--- config.mk ---
export PLATFORM = sky130hd
export DESIGN_NAME = prd_fifo
export DESIGN_NICKNAME = d
export VERILOG_FILES = /design/src/sv/prd_fifo.sv
export SDC_FILE = /design/constraint.sdc
export NUM_CORES = 1
export LEC_CHECK = 0
export ABC_AREA = 0
export ABC_CLOCK_PERIOD_IN_PS = 2300
export BUFFER_PORTS_ARGS = -buffer_cell sky130_fd_sc_hd__buf_4
export CELL_PAD_IN_SITES_DETAIL_PLACEMENT = 1
export CELL_PAD_IN_SITES_GLOBAL_PLACEMENT = 1
export CORE_ASPECT_RATIO = 0.7
export CORE_MARGIN = 4
export CORE_UTILIZATION = 31
export CTS_CLUSTER_DIAMETER = 50
export DETAILED_ROUTE_END_ITERATION = 10
export PLACE_DENSITY = 0.58
export SYNTH_ARGS = -nofsm -noshare
export SYNTH_HDL_FRONTEND = slang
export SYNTH_SLANG_ARGS = --single-unit
--- constraint.sdc ---
create_clock -name clk -period 2.3 [get_ports clk]
set_input_delay 0.46 -clock clk [delete_from_list [all_inputs] [get_ports clk]]
set_output_delay 0.46 -clock clk [all_outputs]
set_load 0.005 [all_outputs]
--- src/sv/prd_fifo.sv ---
`timescale 1ns / 1ps
module prd_fifo #(
  parameter int WIDTH = 8,
  parameter int DEPTH = 4
) (
  input  logic             clk,
  input  logic             rst,
  input  logic             push,
  input  logic [WIDTH-1:0] din,
  output logic             full,
  input  logic             pop,
  output logic [WIDTH-1:0] dout,
  output logic             empty
);

  localparam int PW = (DEPTH > 1) ? $clog2(DEPTH) : 1;
  localparam int CW = $clog2(DEPTH + 1);

  logic [WIDTH-1:0] mem [DEPTH];
  logic [PW-1:0]    wptr;
  logic [PW-1:0]    rptr;
  logic [CW-1:0]    count;
  logic             do_push;
  logic             do_pop;

  assign full    = (count == CW'(DEPTH));
  assign empty   = (count == '0);
  assign dout    = mem[rptr];
  assign do_push = push && !full;
  assign do_pop  = pop && !empty;

  always_ff @(posedge clk) begin
    if (rst) begin
      wptr  <= '0;
      rptr  <= '0;
      count <= '0;
    end else begin
      if (do_push) begin
        wptr <= (wptr == PW'(DEPTH - 1)) ? '0 : wptr + 1'b1;
      end
      if (do_pop) begin
        rptr <= (rptr == PW'(DEPTH - 1)) ? '0 : rptr + 1'b1;
      end
      count <= count + CW'(do_push) - CW'(do_pop);
    end
  end

  always_ff @(posedge clk) begin
    if (do_push) begin
      mem[wptr] <= din;
    end
  end

endmodule

### Word-level counts from Yosys, hierarchy flattened

Memory sizes are Yosys's and may differ from the RTL's. A register that Yosys moved wholly into a read port is not among the register bits.
Cells that the tools add are included.

| word-level totals | value |
|---|---|
| bits in registers | 7 |
| bits in writable memories | 32 |
| input port bits | 12 |
| logic and storage cells | 22 |
| memories kept | 1 |

| operators by class | value |
|---|---|
| $add $sub $neg | 4 |
| eq/ne operators | 3 |
| mux-type cells | 6 |
| reduce and logical (&&, ||, !) cells | 5 |

Memory list:

| name | depth | bits a word | rd ports | clocked after Yosys merged registers in | write ports | RTL line | text |
|---|---|---|---|---|---|---|---|
| mem | 4 | 8 | 1 | 1 | 1 | 19 | `logic [WIDTH-1:0] mem [DEPTH];` |

Operators by type and width:

| kind | count |
|---|---|
| 2-bit 2-to-1 mux | 4 |
| 2-bit by 1-bit adder with 2-bit output (second input constant) | 2 |
| 2-bit == test (second input constant) | 2 |
| 3-bit by 1-bit adder with 3-bit output | 1 |
| 3-bit == test (second input constant) | 1 |
| 3-bit logical NOT | 1 |
| 3-bit by 1-bit subtractor with 3-bit output | 1 |
| 1-bit logical AND | 2 |
| 1-bit logical NOT | 2 |
| 1-bit 2-to-1 mux | 2 |

### Logic depth before layout (Yosys ltp)

Gate-level depths: netlist (run 1).

| logic depth | value |
|---|---|
| word-level depth | 5 |
| gate-level depth with buffers | 11 |

### Worst setup path before layout (run 1)

No wires, ideal clock.

| path | value |
|---|---|
| path kind | register to register |
| start point | register count[2] |
| end point | register count[2] |
| setup time | 0.115 ns |
| arrival time | 2.071 ns |
| required time | 2.185 ns |
| slack | 0.114 ns |
| cell stages (with the launch flop) | 12 |
| path buffers | 1 |
| clock period less this slack | 2.186 ns |
| path through | dfxtp_1 > or3b_1 > buf_6 > and2_4 > inv_1 > ha_1 > inv_1 > ha_1 > fa_1 > xnor2_1 > xnor2_1 > nor2_1 |

| between the ends | value |
|---|---|
| longest elaborated chain between the ends | 5 |
| elaborated cells between the ends (all ways) | 8 |
| those cells by class | 2 x add/sub; 1 x eq/ne; 5 x reduce/logical |

RTL lines:

| what | RTL line | text |
|---|---|---|
| from (decl) | 22 | `logic [CW-1:0] count;` |
| from (signal assigned) | 44 | `count <= count + CW'(do_push) - CW'(do_pop);` |
| 3-bit == test | 26 | `assign full = (count == CW'(DEPTH));` |
| 1-bit logical NOT | 29 | `assign do_push = push && !full;` |
| 1-bit logical AND | 29 |  |
| 3-bit by 1-bit adder with 3-bit output | 44 |  |
| 3-bit by 1-bit subtractor with 3-bit output (*) | 44 |  |

Mark *: on every way between the ends. The rest lies on a longest branch, timed or not.
A chain may end at the register's enable or synchronous reset.

### Worst setup path in the final report (run 1)

Same ends and word-level chain as after synthesis.

==> results of run 1 <==
[through the flow]
step	cell area, um^2	util
floorplan	1640	-
global placement	1880	0.381
detailed placement	1880	0.381
CTS	1990	0.404
global route	2010	0.406
finish	2010	0.406
[registers in the layout, summed over array words and instances, names as in the netlist, named ones only]
| name | flops |
|---|---|
| rptr | 2 |
| wptr | 2 |
| count | 3 |
| mem | 32 |
[Yosys cell counts, types with 2 or more instances]
| master | count |
|---|---|
| dfxtp_1 | 9 |
| mux4_2 | 8 |
| nor3_1 | 2 |
| inv_1 | 8 |
| nor2_1 | 2 |
| nand3_1 | 2 |
| nor2b_1 | 2 |
| edfxtp_1 | 32 |
| xnor2_1 | 2 |
| and3_1 | 3 |
| ha_1 | 7 |
| a21oi_1 | 2 |
[power breakdown]
part / leakage, nW / switching [mW] / internal [mW]
Combinational: 0.333 / 0.232 / 0.309
Clock: 0.0518 / 0.243 / 0.319
Sequential: 0.367 / 0.0585 / 0.904
[repair_timing]
action	CTS	global route
hold buffers	0	0
gates resized for setup	0	3
setup endpoints to repair	0	1
[per-layer routing]
| layer | global-route usage | up-vias | wire length (um) |
|---|---|---|---|
| met5 | 0 | - | 0 |
| met4 | 0.0270 | 0 | 13 |
| met3 | 0.0401 | 4 | 170 |
| met2 | 0.157 | 17 | 1360 |
| met1 | 0.131 | 424 | 1390 |
| li1 | - | 399 | - |
[path summary, 6_finish.rpt]
| path | start | endpoint | slack [ns] | depth (start not counted) |
|---|---|---|---|---|
| hold / removal | din[1] | mem[3][1] | 0.37 | 1 |
| hold reg to reg | rptr[0] | rptr[0] | 0.54 | 2 |
| setup reg to reg | count[2] | count[2] | 0.14 | 10 |
| setup / recovery | count[2] | count[2] | 0.14 | 10 |
[cells by family after synthesis]
kind of cell    after synthesis  share of synthesized area
buf+inv                      11                     0.0306
xor+xnor                      2                     0.0107
flops                        41                      0.697
compound gates                5                     0.0229
mux                           9                      0.116
fa+ha+maj                     8                     0.0657
simple gates                 16                     0.0573
[layout make-up]
cell class                      count  area, um^2  area share
Tap cell                           69        86.3      0.0430
Clock buffer                        5        68.8      0.0343
Inverter                            8        30.0      0.0150
Multi-Input combinational cell     40         457       0.228
Sequential cell                    41        1140       0.570
Timing Repair Buffer               24         180      0.0898
Clock inverter                      3        41.3      0.0206
==> reports/metrics.yaml, run 1 <==
run_status:
  status: "complete, no violations"
global_routing:
  grtUsageTotal: 0.101
  grt_pass1_vias: 907
  grt_max_degree: 14
  grt_first_pass_wirelength_um: 4690
  grt_antenna_before_repair: 0
  grt_overflow: 0
final_layout:
  final_common_cell: "edfxtp_1"
  syn_to_final_growth_pct: 22.5
  final_cell_mix: "edfxtp_1 (32), buf_4 (24), inv_1 (8), mux4_2 (8), dfxtp_1 (8)"
  antenna_cells: 0
  finalNetCount: 140
  final_cells: 190
  fill_cells: 519
  drive_gt1_frac: 0.372
floorplanning:
  row_count: 21
  die_h_um: 68.8
  dieArea_um2: 6530
  die-width_um: 94.9
  num_io_pins: 22
  core_um2: 4940
  start_util: 0.332
routing:
  wl_per_cell_um: 15.4
  wirelength_um: 2940
  avgViaCountPerCell: 4.44
  via_count: 844
  drt_iter0_markers: 66
  antenna_left: 0
  route.detailed.drc: 0
  dr.pass1.iters: 4
critical_path:
  arrival_ns: 2.34
  path_delay_family: "adder cells"
  start_kind: "flop"
  path_max_fanout: 4
  critPathMaxStageDelay_ns: 0.40
  crit_type: "reg -> reg"
  end_kind: "flop"
  required_ns: 2.48
  crit_slowest_cell: "or3b_1"
  crit_buf_inv: 2
  cp_cell_sequence: "or3b_1 > and2_4 > inv_1 > ha_1 > inv_1 > ha_1 > fa_2 > xnor2_2 > xnor2_1 > nor2_1"
timing:
  worst_pin_slew_ns: 0.473
  hold_viol: 0
  finalMaxSlewViolations: 0
  final-setup-viol-count: 0
  fin_crit_sh: 0.937
  worst_slack_ns: 0.144
  hold-worst-slack_ns: 0.366
  fmax_mhz: 464
  grt_setup_unrepaired: "false"
  tns_ns: 0
  slew_headroom: 0.685
  skew_ns: 0.00791
  fin_crit_ns: 2.16
cts:
  cts_max_path_buffers: 2
  cts_tree: "yes"
  htreeDepth: 2
  clk_pin_slew_ns: 0.08
  clkLatencyLatePin_ns: 0.29
  post_cts_buffers: 0
  clkSinkCount: 41
  cts_root_buffer: "clkbuf_8"
  numCtsBuffers: 5
synthesis:
  async_reset_ff_frac: 0
  yosysSeqAreaShare: 0.697
  synthDistinctLibCells: 25
  synth-edff-count: 32
  synthFlopType: "edfxtp_1"
  ys_ff_latch: 41
  yosysWarnings: 0
  synth.top_cell.area_share: 0.587
  synth_top_area_cell: "edfxtp_1"
  synth.avg_cell_area_um2: 17.8
  synth_fp_nets: 112
  netlist_instances: 92
  synthTopCellsByArea: "edfxtp_1 (59%), dfxtp_1 (11%), mux4_2 (11%)"
  netlist_area_um2: 1640
pwr:
  total_power_mw: 2.07
  powerDensity_nw_per_um2: 1030
  p_leak_nw: 0.752
  vdd_drop_max_v: 0.000318
placement:
  numPortBuffers: 21
  dpl.cell_count: 182
  dp_hpwl_um: 2060
  globalplace.congestion: 0.663
  post-place-ws_ns: 0.0909
min_path:
  min_path_type: "in -> reg"
flow_run:
  drv_cap: 0
No activity file was read; power rests on OpenSTA's default activity.
==> inputs of run 2 (changes only) <==
Settings changed: ABC_CLOCK_PERIOD_IN_PS 2300 to 1900, CTS_CLUSTER_SIZE from default to 12, GPL_TIMING_DRIVEN from default to 0.
Clock period 2.3 ns to 1.9 ns, I/O delays scaled along.
==> reports/metrics.yaml, run 2 (same netlist as run 1, synthesis figures left out) <==
cts:
  cts_max_path_buffers: 2  # unchanged
  cts_tree: "yes"
  clk_pin_slew_ns: 0.07  # about the same
  clkSinkCount: 41  # unchanged
  cts_root_buffer: "clkbuf_8"
  numCtsBuffers: 5  # unchanged
  clkLatencyLatePin_ns: 0.28  # about the same
  htreeDepth: 2  # unchanged
  hold_buffers: 0  # unchanged
final_layout:
  largest-register: "mem"
  multi_input_area_um2: 498  # +9.0%
  final_core_util: 0.415  # +0.00861
  fill_cells: 531  # +2.3%
  finalNetCount: 142  # +1.4%
  reg.largest.list: "mem: 32 flops, count: 3 flops"
  final_cell_mix: "edfxtp_1 (32), buf_4 (25), mux4_2 (8)"
  drive_gt1_frac: 0.439  # +0.0671
  seqCellArea_um2: 1150  # +0.66%
  largest_reg_flops: 32  # unchanged
  syn_to_final_growth_pct: 25.1
  antenna_cells: 0  # unchanged
  stdcell_area_um2: 2050  # +2.1%
  final_cells: 192  # +1.1%
  final_common_cell: "edfxtp_1"
timing:
  worst_pin_slew_ns: 0.452  # -0.0205 ns
  finalMaxSlewViolations: 0  # unchanged
  worst_slack_ns: -0.173  # -0.316 ns
  fin_crit_sh: 1.09  # +0.153
  tns_ns: -0.262  # -0.262 ns
  fmax_mhz: 482  # +4.0%
  final-setup-viol-count: 2  # +2
  skew_ns: 0.00166  # -0.00625 ns
  grt_setup_unrepaired: "true"
  slew_headroom: 0.698  # +0.0136
  fin_crit_ns: 2.07  # -0.0836 ns
  hold_viol: 0  # unchanged
min_path:
  min_from: "din[2]"
  hold_end: "mem[1][2]"
  min_delay_path_depth: 1  # unchanged
  min_path_type: "in -> reg"
critical_path:
  path_max_fanout: 4  # unchanged
  worst-r2r-setup-slack_ns: -0.17  # -0.32 ns
  cp_cell_sequence: "or3b_4 > and2_4 > inv_2 > ha_4 > inv_2 > ha_4 > fa_2 > xnor2_2 > xnor2_1 > nor2_1"
  crit_type: "reg -> reg"
  crit_slowest_cell: "or3b_4"
  path_delay_family: "adder cells"
  r2r_start: "count[2]"
  required_ns: 2.08  # -0.40 ns
  end_kind: "flop"
  start_kind: "flop"
  ff2ff_path_depth: 10  # unchanged
  worstReg2RegEnd: "count[2]"
  crit_buf_inv: 2  # unchanged
  arrival_ns: 2.25  # -0.09 ns
  critPathMaxStageDelay_ns: 0.39  # about the same
routing:
  route.detailed.drc: 0  # unchanged
  drt_iter0_markers: 53  # -20%
  avgViaCountPerCell: 4.38  # -1.4%
  antenna_left: 0  # unchanged
  wirelength_um: 2950  # +0.34%
  wl_per_cell_um: 15.3  # -0.70%
  dr.pass1.iters: 3  # -1
  via_count: 841  # -0.36%
placement:
  dp_hpwl_um: 2050  # -0.74%
  dpl.cell_count: 182  # unchanged
  numPortBuffers: 21  # unchanged
  place_area_um2: 1900  # +0.60%
  globalplace.congestion: 0.636  # -4.1%
pwr:
  powerDensity_nw_per_um2: 1200  # +16%
  p_leak_nw: 0.756  # +0.51%
  vdd_drop_max_v: 0.000349  # +9.6%
  total_power_mw: 2.45  # +19%
run_status:
  status: "finished, violations left"
  failed_checks: "setup timing"
global_routing:
  grt_antenna_before_repair: 0  # unchanged
  grt_first_pass_wirelength_um: 4580  # -2.4%
  grt_pass1_vias: 920  # +1.4%
  grt_max_degree: 13  # -1
  grtUsageTotal: 0.100  # -0.000478
  grt_overflow: 0  # unchanged
floorplanning:
  row_count: 21  # unchanged
  core_um2: 4940  # unchanged
  die_h_um: 68.8  # unchanged
  num_io_pins: 22  # unchanged
  start_util: 0.332  # unchanged
  die-width_um: 94.9  # unchanged
  dieArea_um2: 6530  # unchanged
flow_run:
  drv_cap: 0  # unchanged
## run 2: metrics by stage
stage          worst slack (ns)  hold WS [ns]
2_1_floorplan            -0.225         0.439
3_3_place_gp             -0.379         0.478
3_5_place_dp             -0.439         0.489
4_1_cts                  -0.176         0.281
5_1_grt                  -0.269         0.273
6_report                 -0.173         0.294
## run 2: timing repair
action                     in CTS  in global routing
resized for setup               7                  6
setup endpoints to repair      10                 10
buffers inserted                3                  1
pin swaps                       3                  0
## run 2: how the worst max path moves through the flow
stage,startpoint,to,slack (ns),cells after the start
final,count[2],count[2],-0.17,10
after floorplan,count[2],count[2],-0.22,11
after global placement,count[1],count[2],-0.38,9
after CTS,count[2],count[2],-0.18,10
after detailed placement,count[1],count[2],-0.44,9
after global routing,count[1],count[2],-0.27,9
## run 2: cell type report
| type | instances | area share |
|---|---|---|
| plain buffers | 1 | 0.00733 |
| clock buffers | 7 | 0.0373 |
| clock inverters | 1 | 0.00244 |
| inverters | 8 | 0.0147 |
| multi-input cells | 40 | 0.243 |
| flip-flops and latches | 41 | 0.561 |
| well taps | 69 | 0.0422 |
| repair buffers | 25 | 0.0916 |
## run 2: layer usage
layer | share of wire | global-route usage
met1 | 0.46 | 0.120
met2 | 0.48 | 0.166
met3 | 0.049 | 0.0477
met4 | 0.0075 | 0.0216
met5 | 0 | 0
## run 2: report_power, final
group	leakage, nW	internal, mW	switching (mW)
Clock	0.0422	0.258	0.276
Combinational	0.345	0.431	0.303
Sequential	0.369	1.10	0.0798
