`src/sv/prd_pkg.sv`:
```
`timescale 1ns / 1ps
package prd_pkg;

  localparam logic [7:0] RUN_MARK     = 8'hC0;
  localparam logic [5:0] RUN_LEN_MASK = 6'h3F;

  localparam logic [2:0] CFG_DEPTH_CODE      = 3'd0;
  localparam logic [2:0] CFG_THREE_PLANES    = 3'd1;
  localparam logic [2:0] CFG_BYTES_PER_PLANE = 3'd2;
  localparam logic [2:0] CFG_IMAGE_WIDTH     = 3'd3;
  localparam logic [2:0] CFG_IMAGE_HEIGHT    = 3'd4;

  typedef struct packed {
    logic [7:0] data_byte;
    logic       frame_start;
  } in_t;

  typedef struct packed {
    logic [7:0]  pixel_a;
    logic [7:0]  pixel_b;
    logic [7:0]  pixel_c;
    logic [7:0]  pixel_d;
    logic [7:0]  pixel_e;
    logic [7:0]  pixel_f;
    logic [7:0]  pixel_g;
    logic [7:0]  pixel_h;
    logic [3:0]  pixel_count;
    logic [11:0] x_start;
    logic [11:0] row;
    logic        last_of_run;
  } out_t;

  typedef struct packed {
    logic [7:0] data_byte;
    logic       frame_start;
    logic       is_marker;
  } cmd_t;

  typedef struct packed {
    logic [1:0]  depth_code;
    logic        three_planes;
    logic [12:0] bytes_per_plane;
    logic [12:0] image_width;
    logic [12:0] image_height;
  } cfg_t;

endpackage

```
`src/sv/prd_fifo.sv`:
```
`timescale 1ns / 1ps
module prd_fifo #(
  parameter int WIDTH = 8,
  parameter int DEPTH = 4
) (
  input  logic             clk,
  input  logic             rst,
  input  logic             push,
  input  logic [WIDTH-1:0] din,
  output logic             full,
  input  logic             pop,
  output logic [WIDTH-1:0] dout,
  output logic             empty
);

  localparam int PW = (DEPTH > 1) ? $clog2(DEPTH) : 1;
  localparam int CW = $clog2(DEPTH + 1);

  logic [WIDTH-1:0] mem [DEPTH];
  logic [PW-1:0]    wptr;
  logic [PW-1:0]    rptr;
  logic [CW-1:0]    count;
  logic             do_push;
  logic             do_pop;

  assign full    = (count == CW'(DEPTH));
  assign empty   = (count == '0);
  assign dout    = mem[rptr];
  assign do_push = push && !full;
  assign do_pop  = pop && !empty;

  always_ff @(posedge clk) begin
    if (rst) begin
      wptr  <= '0;
      rptr  <= '0;
      count <= '0;
    end else begin
      if (do_push) begin
        wptr <= (wptr == PW'(DEPTH - 1)) ? '0 : wptr + 1'b1;
      end
      if (do_pop) begin
        rptr <= (rptr == PW'(DEPTH - 1)) ? '0 : rptr + 1'b1;
      end
      count <= count + CW'(do_push) - CW'(do_pop);
    end
  end

  always_ff @(posedge clk) begin
    if (do_push) begin
      mem[wptr] <= din;
    end
  end

endmodule

```
`src/sv/prd_front.sv`:
```
`timescale 1ns / 1ps
module prd_front (
  input  logic          clk,
  input  logic          rst,
  input  logic          push,
  output logic          full,
  input  prd_pkg::in_t  stream,
  input  logic          cmd_pop,
  output logic          cmd_empty,
  output prd_pkg::cmd_t cmd
);
  import prd_pkg::*;

  localparam int CMD_DEPTH = 4;

  cmd_t cmd_in;

  always_comb begin
    cmd_in.data_byte   = stream.data_byte;
    cmd_in.frame_start = stream.frame_start;
    cmd_in.is_marker   = ((stream.data_byte & RUN_MARK) == RUN_MARK);
  end

  prd_fifo #(
    .WIDTH($bits(cmd_t)),
    .DEPTH(CMD_DEPTH)
  ) u_cmd_q (
    .clk  (clk),
    .rst  (rst),
    .push (push),
    .din  (cmd_in),
    .full (full),
    .pop  (cmd_pop),
    .dout (cmd),
    .empty(cmd_empty)
  );

endmodule

```
`config.mk`:
```
export PLATFORM = sky130hd
export DESIGN_NAME = prd_front
export DESIGN_NICKNAME = d
export VERILOG_FILES = /design/src/sv/prd_pkg.sv /design/src/sv/prd_fifo.sv /design/src/sv/prd_front.sv
export SDC_FILE = /design/constraint.sdc
export NUM_CORES = 1
export LEC_CHECK = 0
export BUFFER_PORTS_ARGS = -buffer_cell sky130_fd_sc_hd__buf_4
export CAP_MARGIN = 20
export CORE_MARGIN = 3
export CORE_UTILIZATION = 25
export DETAILED_ROUTE_END_ITERATION = 8
export SLEW_MARGIN = 20
export SYNTH_ARGS = -nofsm -noshare
export SYNTH_HDL_FRONTEND = slang
export SYNTH_HIERARCHICAL = 1
export SYNTH_SLANG_ARGS = --single-unit
```
`constraint.sdc`:
```
create_clock -name clk -period 2.2 [get_ports clk]
set_input_delay 0.22 -clock clk [delete_from_list [all_inputs] [get_ports clk]]
set_output_delay 0.22 -clock clk [all_outputs]
set_load 0.01 [all_outputs]
```
## After elaboration in Yosys (flattened, before gate mapping)

Memories as Yosys holds them, arrays and structs flattened. A register that Yosys moved wholly into a read port is not among the register bits.
Index checks and enable logic that the tools add are counted.

- RAM bits: 40
- Logic and storage cells: 23
- Memories kept: 1
- Bits in latches: 0
- Bits in registers: 7
- Bits in read-only memories: 0

- Magnitude comparators: 0
- Bitwise gates (word level): 0
- Reduce and logical (&&, ||, !) cells: 5
- $add $sub $neg: 4
- Div/mod/pow operators: 0
- Shifts and indexed selects: 0
- Multiplexer cells: 6
- $mul: 0
- Equal/unequal tests: 4

Memories:

| name | words | bits a word | rd ports | clocked after memory_dff | wr ports | RTL line | RTL |
|---|---|---|---|---|---|---|---|
| u_cmd_q.mem | 4 | 10 | 1 | 1 | 1 | prd_fifo.sv:19 | `logic [WIDTH-1:0] mem [DEPTH];` |

Operator list:

| operator | count |
|---|---|
| $mux W2 | 4 |
| $eq A2 B2 Y1 const B | 3 |
| $add A2 B1 Y2 const B | 2 |
| $add A3 B1 Y3 | 1 |
| $eq A3 B3 Y1 const B | 1 |
| $logic_not A3 Y1 | 1 |
| $sub A3 B1 Y3 | 1 |
| $logic_and A1 B1 Y1 | 2 |
| $logic_not A1 Y1 | 2 |
| $mux W1 | 2 |

## Longest topological paths before layout

Gate-level depths: netlist (run 1).

- Word-level depth: 5
- Mapped depth: 11
- Depth with buffers taken out: 10

## By module

Netlist (run 1), hierarchy kept.

Modules (own cells, without submodules):

| module | area an instance (µm²) | times used | cells an instance |
|---|---|---|---|
| prd_fifo | 1923.1 | 1 | 102 |
| prd_front | 6.3 | 1 | 1 |

## Worst setup path after synthesis (run 1)

No wires, ideal clock.

- Kind: register -> register
- From: register u_cmd_q.count[2]
- To: register u_cmd_q.count[2]
- Clock period less this slack: 2.186 ns
- Buffers on the path: 1
- Data arrival time: 2.071 ns
- Stages on the path, launching flop included: 12
- Library setup time: 0.115 ns
- Path slack: 0.014 ns
- Cells stage by stage: dfxtp_1 > or3b_1 > buf_6 > and2_4 > inv_1 > ha_1 > inv_1 > ha_1 > fa_1 > xnor2_1 > xnor2_1 > nor2_1

- Cells in the longest elaborated chain, start to end: 5
- Elaborated cells on any way between the ends: 8
- Classes of those cells: 2 x add/sub; 1 x eq/ne; 5 x reduce/logical

RTL lines:

| what | RTL line | RTL |
|---|---|---|
| start: declaration | prd_fifo.sv:22 | `logic [CW-1:0] count;` |
| start signal: assignment | prd_fifo.sv:44 | `count <= count + CW'(do_push) - CW'(do_pop);` |
| $eq A3 B3 Y1 | prd_fifo.sv:26 | `assign full = (count == CW'(DEPTH));` |
| $logic_not A1 Y1 | prd_fifo.sv:29 | `assign do_push = push && !full;` |
| $logic_and A1 B1 Y1 | prd_fifo.sv:29 |  |
| $add A3 B1 Y3 | prd_fifo.sv:44 |  |
| $sub A3 B1 Y3 (*) | prd_fifo.sv:44 |  |

Every way passes the cells marked *; elsewhere a longest branch is shown, timed or not.
A chain may end at the register's enable or synchronous reset.

## Worst setup path in the final report (run 1)

- From: register u_cmd_q.count[0]
- To: register u_cmd_q.count[2]

The elaborated chain is that of the path after synthesis.

==> metrics.txt, run 1 <==
status=finished clean; remaining antenna violation count after routing=0; flip-flop and latch count after synthesis=49; type of the most critical hold path=input pin to flop; Post-synth ARST share=0; Top Usage Layer GRT=met2; area share of the leading cell type in the synthesized netlist=0.6226; final clock period utilization by the worst path=0.9689; crit path DAT=2.31 ns; clk slew on worst S/H paths=0.08 ns; Required @ worst endpoint=2.38 ns; number of placed I/O pins=25; total inserted antenna cells=0; worst-skew pair later-pin latency=0.28 ns; number of DRC markers in iteration 0=60; clock net sink count=49; count of port buffers added during placement=24; DP Wirelength=2406 microns; GRT met2 Usage=0.1478; number of enable flip-flop cells after synthesis=40; vertical die dimension=93.85 microns; last weighted congestion value of the routability-driven placer=0.7079; Yosys top cell by area=edfxtp_1; leakage=0.8689 nW; WHS=0.1340 ns; global-route wire length before repair=5271 microns; Final TNS setup=0 ns; remaining global-route overflow=0; synth unique cells=26; number of max-cap violations=0; wirelength, routed=3371 microns; post-layout minimum cycle time=2.132 ns; Final Hold Fails=0; die area=8808 sq um; post-synthesis area per instance=18.73 sq um; Core Box Area=7370 sq um; leading post-synthesis cells by instance count=edfxtp_1 (40), mux4_2 (10), dfxtp_1 (9), inv_1 (8), ha_1 (7); GR Layer Usage met3=0.02644; starting density of the core=0.2618; number of global-route vias before repair=1058; sequential cell area fraction in the yosys report=0.7160; die width=93.85 microns; drt first pass iters=3; pin count of the biggest net entering global routing=15; layout cell share with drive strength beyond 1=0.4388; CTS buffer count=5; peak clock frequency supported by timing=0.4691 GHz; Area Overhead vs Synth=25.36%; total non-filler cell area in the finished layout=2419 sq um; type of element capturing the critical path=flop; per-cell via count in the routed design=4.071; clock tree root driver cell=clkbuf_8; critical path fanouts, max=4; library cell with the highest instance count after synthesis=edfxtp_1; post-synthesis net count=124; power density over the cells=1030 nW/um^2; post-synthesis instance area=1929 sq um; number of hold-repair buffers added at the cts stage=0; Final Max Slew Viols=0; total cell area at the placement stage=2236 sq um; top cells by area, synth=edfxtp_1 (62%), mux4_2 (12%), dfxtp_1 (9.3%), ha_1 (4.5%), inv_1 (1.6%); GRT Total Usage=0.07987; Final Total Pwr=2.491 mW; worst-margin pin slew=0.5338 ns; largest buffer count on any clock path=2; maximum ir drop on the vdd rail=0.0002558 V; RSZ-0062 raised after global routing=false; setup violation total in the final timing report=0; Synth Instances=103; cell total after placement=226; count of H-tree levels built during CTS=2; detail-routed net length per standard cell=14.16 microns; Critical Path Start Type=flop; total number of nets in the final design=159; detailed-route DRC error count=0; synth warn=6; setup skew after layout=0.004261 ns; CTS tree=yes; Std-Cell Rows=31; number of standard cells in the final layout excluding fillers=238; vias post-DR=969; number of antenna violations at the first check in global routing=0; Rel. slew slack=0.6441; path type of the worst setup path=flop to flop; leading register cell type out of synthesis=edfxtp_1; met1 Usage GRT=0.08325
## sequential cells by signal, indices dropped and copies added (netlist names), named ones only
name,count
u_cmd_q/count,3
u_cmd_q/mem,40
u_cmd_q/rptr,2
u_cmd_q/wptr,2
## stage by stage
step                      worst slack (ns)  utilization
after floorplan                    0.01439            -
after global placement             0.08949       0.3034
after detailed placement          -0.07174       0.3034
after CTS                          0.01941       0.3177
after global routing             0.0002147       0.3282
final                              0.06842       0.3282
## cell type report
type / instances / area, sq um
clock buffer: 8 / 90.09
fill: 719 / 4951
inverter: 8 / 32.53
multi-input combinational: 43 / 549.3
sequential: 49 / 1390
tap: 99 / 123.9
timing repair buffer: 31 / 232.7
## routing by layer
metal  share of wire  up-vias  wire, microns
met5               0        -              0
met4          0.0068        0             23
met3           0.047        2            158
met2            0.55       25           1843
met1            0.40      481           1346
li1                -      461              -
## cells by family (layout without fill, tap and decap cells)
kind of cell             count (synthesis)  in the layout  share of synthesized area
adder cells (fa/ha/maj)                  8              8                    0.05577
XOR/XNOR                                 2              2                   0.009081
buffers and inverters                   11             47                    0.02594
flip-flops                              49             49                     0.7160
AO/OA/AOI/OAI                            5              5                    0.01946
AND/OR/NAND/NOR                         17             17                    0.05189
multiplexers                            11             11                     0.1219
## where the power goes
group	switching (mW)	total [mW]	internal (mW)
combinational	0.346	0.778	0.432
clock	0.255	0.511	0.256
sequential	0.0646	1.20	1.14
total	0.666	2.49	1.82
## placed cells by master (no fill, tap or decap), drive strengths merged
cell,instances
edfxtp,40
buf,31
mux4,10
dfxtp,9
clkbuf,8
inv,8
ha,7
and3,4
nor3,2
nor2b,2
nand3,2
a21oi,2
nor2,2
and2,2
o31ai,2
xnor2,2
or3b,1
or3,1
nand2,1
mux2i,1
a21o,1
fa,1
## timing repair
item / 4_1_cts / 5_1_grt
gates resized for setup: 4 / 12
endpoints found under the setup margin: 1 / 1
pin swaps: 1 / 8
buffers inserted: 1 / 3
## path summary, 6_finish.rpt
kind / cells past startpoint / end / slack (ns) / startpoint
max: 10 / u_cmd_q/count[2] / 0.07 / u_cmd_q/count[0]
min: 1 / u_cmd_q/mem[0][2] / 0.13 / stream[1]
max reg2reg: 10 / u_cmd_q/count[2] / 0.07 / u_cmd_q/count[0]
min reg2reg: 2 / u_cmd_q/rptr[0] / 0.51 / u_cmd_q/rptr[0]
## critical path, stage by stage (launching register included)
cell	delay, ns
dfxtp_4	0.36
or3b_4	0.40
and2_4	0.16
inv_4	0.05
ha_4	0.12
inv_2	0.04
ha_4	0.15
fa_2	0.37
xnor2_2	0.14
xnor2_1	0.16
nor2_1	0.06
No activity file was read; power rests on OpenSTA's default activity.
==> run 2: changes to the inputs <==
- SYNTH_HIERARCHICAL: 1 -> not set
==> metrics.txt, run 2 <==
leading register cell type out of synthesis=edfxtp_1; clk slew on worst S/H paths=0.07 ns (about the same); Critical Path Start Type=flop; post-synthesis instance area=1938 sq um (+0.45%); layout cell share with drive strength beyond 1=0.4380 (-0.0008927); wire length on met2=1802 microns (-2.2%); count of H-tree levels built during CTS=2 (unchanged); CTS tree=yes; final clock period utilization by the worst path=0.9520 (-0.01693); Yosys top cell by area=edfxtp_1; sequential cell area fraction in the yosys report=0.7127 (-0.003235); fill cell instance count of the final layout=736 (+2.4%); top cells by area, synth=edfxtp_1 (62%), mux4_2 (12%), dfxtp_1 (9.3%), ha_1 (4.5%), and3_2 (1.5%); largest registers=u_cmd_q.mem (40), u_cmd_q.count (3); remaining global-route overflow=0 (unchanged); setup skew after layout=0.003274 ns (-0.0009874 ns); total inserted antenna cells=0 (unchanged); Max stage delay on crit path=0.35 ns (-0.05 ns); routed length on met1=1159 microns (-14%); total cell area at the placement stage=2233 sq um (-0.11%); last weighted congestion value of the routability-driven placer=0.7201 (+1.7%); vias post-DR=971 (+0.21%); Int Power=1.799 mW (-1.4%); Core Box Area=7370 sq um (unchanged); type of element capturing the critical path=flop; Seq pwr share=0.493 (+0.011); status=finished clean; DP Wirelength=2368 microns (-1.6%); flip-flop and latch count after synthesis=49 (unchanged); Final Hold Fails=0 (unchanged); synth warn=0 (-6); Critical Path Most Common Cell=inv_1; type of the most critical hold path=input pin to flop; sum of buffers and inverters on the critical path=3 (+1); Post-synth ARST share=0 (unchanged); Rel. slew slack=0.6722 (+0.02808); CTS buffer count=5 (unchanged); fraction of power spent switching nets=0.2691 (+0.001793); power density over the cells=1036 nW/um^2 (+0.55%); leakage=0.8568 nW (-1.4%); drt first pass iters=3 (unchanged); Final Max Slew Viols=0 (unchanged); proportion of power drawn by combinational gates=0.289 (-0.024); peak clock frequency supported by timing=0.4775 GHz (+1.8%); crit path DAT=2.30 ns (about the same); number of antenna violations at the first check in global routing=0 (unchanged); die width=94.05 microns (+0.21%); post-synthesis net count=126 (+1.6%); worst-margin pin slew=0.4910 ns (-0.04280 ns); GRT Total Usage=0.08021 (+0.0003406); RSZ-0062 raised after global routing=true; clock tree root driver cell=clkbuf_8; Area Overhead vs Synth=22.66%; library cell with the highest instance count after synthesis=edfxtp_1; post-synthesis area per instance=18.46 sq um (-1.5%); commonest non-fill, non-tap cells in the layout=edfxtp_1 (40), buf_4 (28), mux4_2 (10); highest metal used=met4; slowest cell on the critical path=dfxtp_2; count of port buffers added during placement=24 (unchanged); Final Total Pwr=2.462 mW (-1.2%); area share of the leading cell type in the synthesized netlist=0.6198 (-0.002813); number of placed I/O pins=25 (unchanged); pin count of the biggest net entering global routing=15 (unchanged); starting density of the core=0.2630 (+0.001189); detail-routed net length per standard cell=13.74 microns (-3.0%); maximum ir drop on the vdd rail=0.0003049 V (+19%); die area=8844 sq um (+0.42%); number of enable flip-flop cells after synthesis=40 (unchanged); largest buffer count on any clock path=2 (unchanged); synth unique cells=28 (+7.7%); amount of wire on met3 after detailed routing=226 microns (+43%); remaining antenna violation count after routing=0 (unchanged); WHS=0.1338 ns (-0.0001370 ns); wirelength, routed=3243 microns (-3.8%); total non-filler cell area in the finished layout=2377 sq um (-1.7%); path type of the worst setup path=flop to flop; global-route wire length before repair=5202 microns (-1.3%); delay-heaviest family, CP=adder cells; vertical die dimension=94.05 microns (+0.21%); critical path fanouts, max=4 (unchanged); Synth Instances=105 (+1.9%); clock net sink count=49 (unchanged); detailed-route DRC error count=0 (unchanged); number of max-cap violations=0 (unchanged); number of global-route vias before repair=1061 (+0.28%); Largest register FFs=40 (unchanged); leading post-synthesis cells by instance count=edfxtp_1 (40), mux4_2 (10), dfxtp_1 (9), ha_1 (7), inv_1 (7); per-cell via count in the routed design=4.114 (+1.1%); total number of nets in the final design=157 (-1.3%); FF+latch area=1388 sq um (-0.18%); Std-Cell Rows=31 (unchanged); post-layout minimum cycle time=2.094 ns (-0.03725 ns); area taken by multi-input logic gates=519.2 sq um (-5.5%); critical-path cell list=o31ai_4, inv_1, ha_1, inv_1, ha_1, inv_1, fa_2, xor2_1, and2_2, nor3_2; Required @ worst endpoint=2.41 ns (+0.03 ns); Biggest register=u_cmd_q.mem; setup violation total in the final timing report=0 (unchanged); number of DRC markers in iteration 0=47 (-22%); total net switching power=662.6 uW (-0.50%); most common library cell in the layout ignoring fill and taps=edfxtp_1; worst-skew pair later-pin latency=0.29 ns (about the same); proportion of power drawn by the clock network=0.217 (+0.012)
[run 2: worst paths after layout]
check                                      start                 to  slack (ns)  cells after the start
worst max-delay path            u_cmd_q.count[0]   u_cmd_q.count[2]        0.11                     10
worst min register to register   u_cmd_q.rptr[0]    u_cmd_q.rptr[0]        0.50                      2
worst max register to register  u_cmd_q.count[0]   u_cmd_q.count[2]        0.11                     10
worst min-delay path                   stream[2]  u_cmd_q.mem[3][3]        0.13                      1
[run 2: power groups by stage]
stage                     combinational [mW]  clock [mW]  sequential, mW
after global routing                   0.796       0.598            1.23
after global placement                 0.654           0            1.21
after CTS                              0.722       0.561            1.22
after floorplan                        0.445           0            1.19
final                                  0.712       0.535            1.21
after detailed placement               0.698           0            1.22
[run 2: layout make-up]
class / instances / area share
tap: 99 / 0.05211
multi-input combinational: 44 / 0.2184
clock inverter: 1 / 0.002105
timing repair buffer: 28 / 0.08842
clock buffer: 7 / 0.04053
inverter: 8 / 0.01474
sequential: 49 / 0.5837
[run 2: worst reg2reg max path: stages, from the launching register on]
cell	delay, ns
dfxtp_2	0.35
o31ai_4	0.26
inv_1	0.09
ha_1	0.27
inv_1	0.05
ha_1	0.14
inv_1	0.05
fa_2	0.34
xor2_1	0.16
and2_2	0.20
nor3_2	0.11
[run 2: logic make-up after synthesis]
group,count (synthesis),share of synthesized area
compound gates,5,0.01807
simple gates,19,0.05746
flops,49,0.7127
fa+ha+maj,8,0.05552
xor+xnor,1,0.004520
buf+inv,12,0.03034
mux,11,0.1214
[run 2: routing by layer]
metal	vias up	GRT usage
met5	-	0
met1	484	0.08428
met4	0	0.03249
met3	4	0.03285
li1	460	-
met2	23	0.1413
[run 2: through the flow]
stage,setup WS [ns],TNS [ns],instances,util
after floorplan,0.01929,0,105,-
after global placement,0.1368,0,226,0.3031
after detailed placement,-0.2062,-0.2062,226,0.3031
after CTS,0.03645,0,235,0.3212
after global routing,-0.03002,-0.03002,236,0.3226
final,0.1057,0,236,0.3226
[run 2: what timing repair did]
action                                  in CTS  in global routing
hold buffers                                 0                  0
resized for setup                            7                  1
buffers inserted                             1                  1
pin swaps                                    1                  0
endpoints found under the setup margin       1                  1
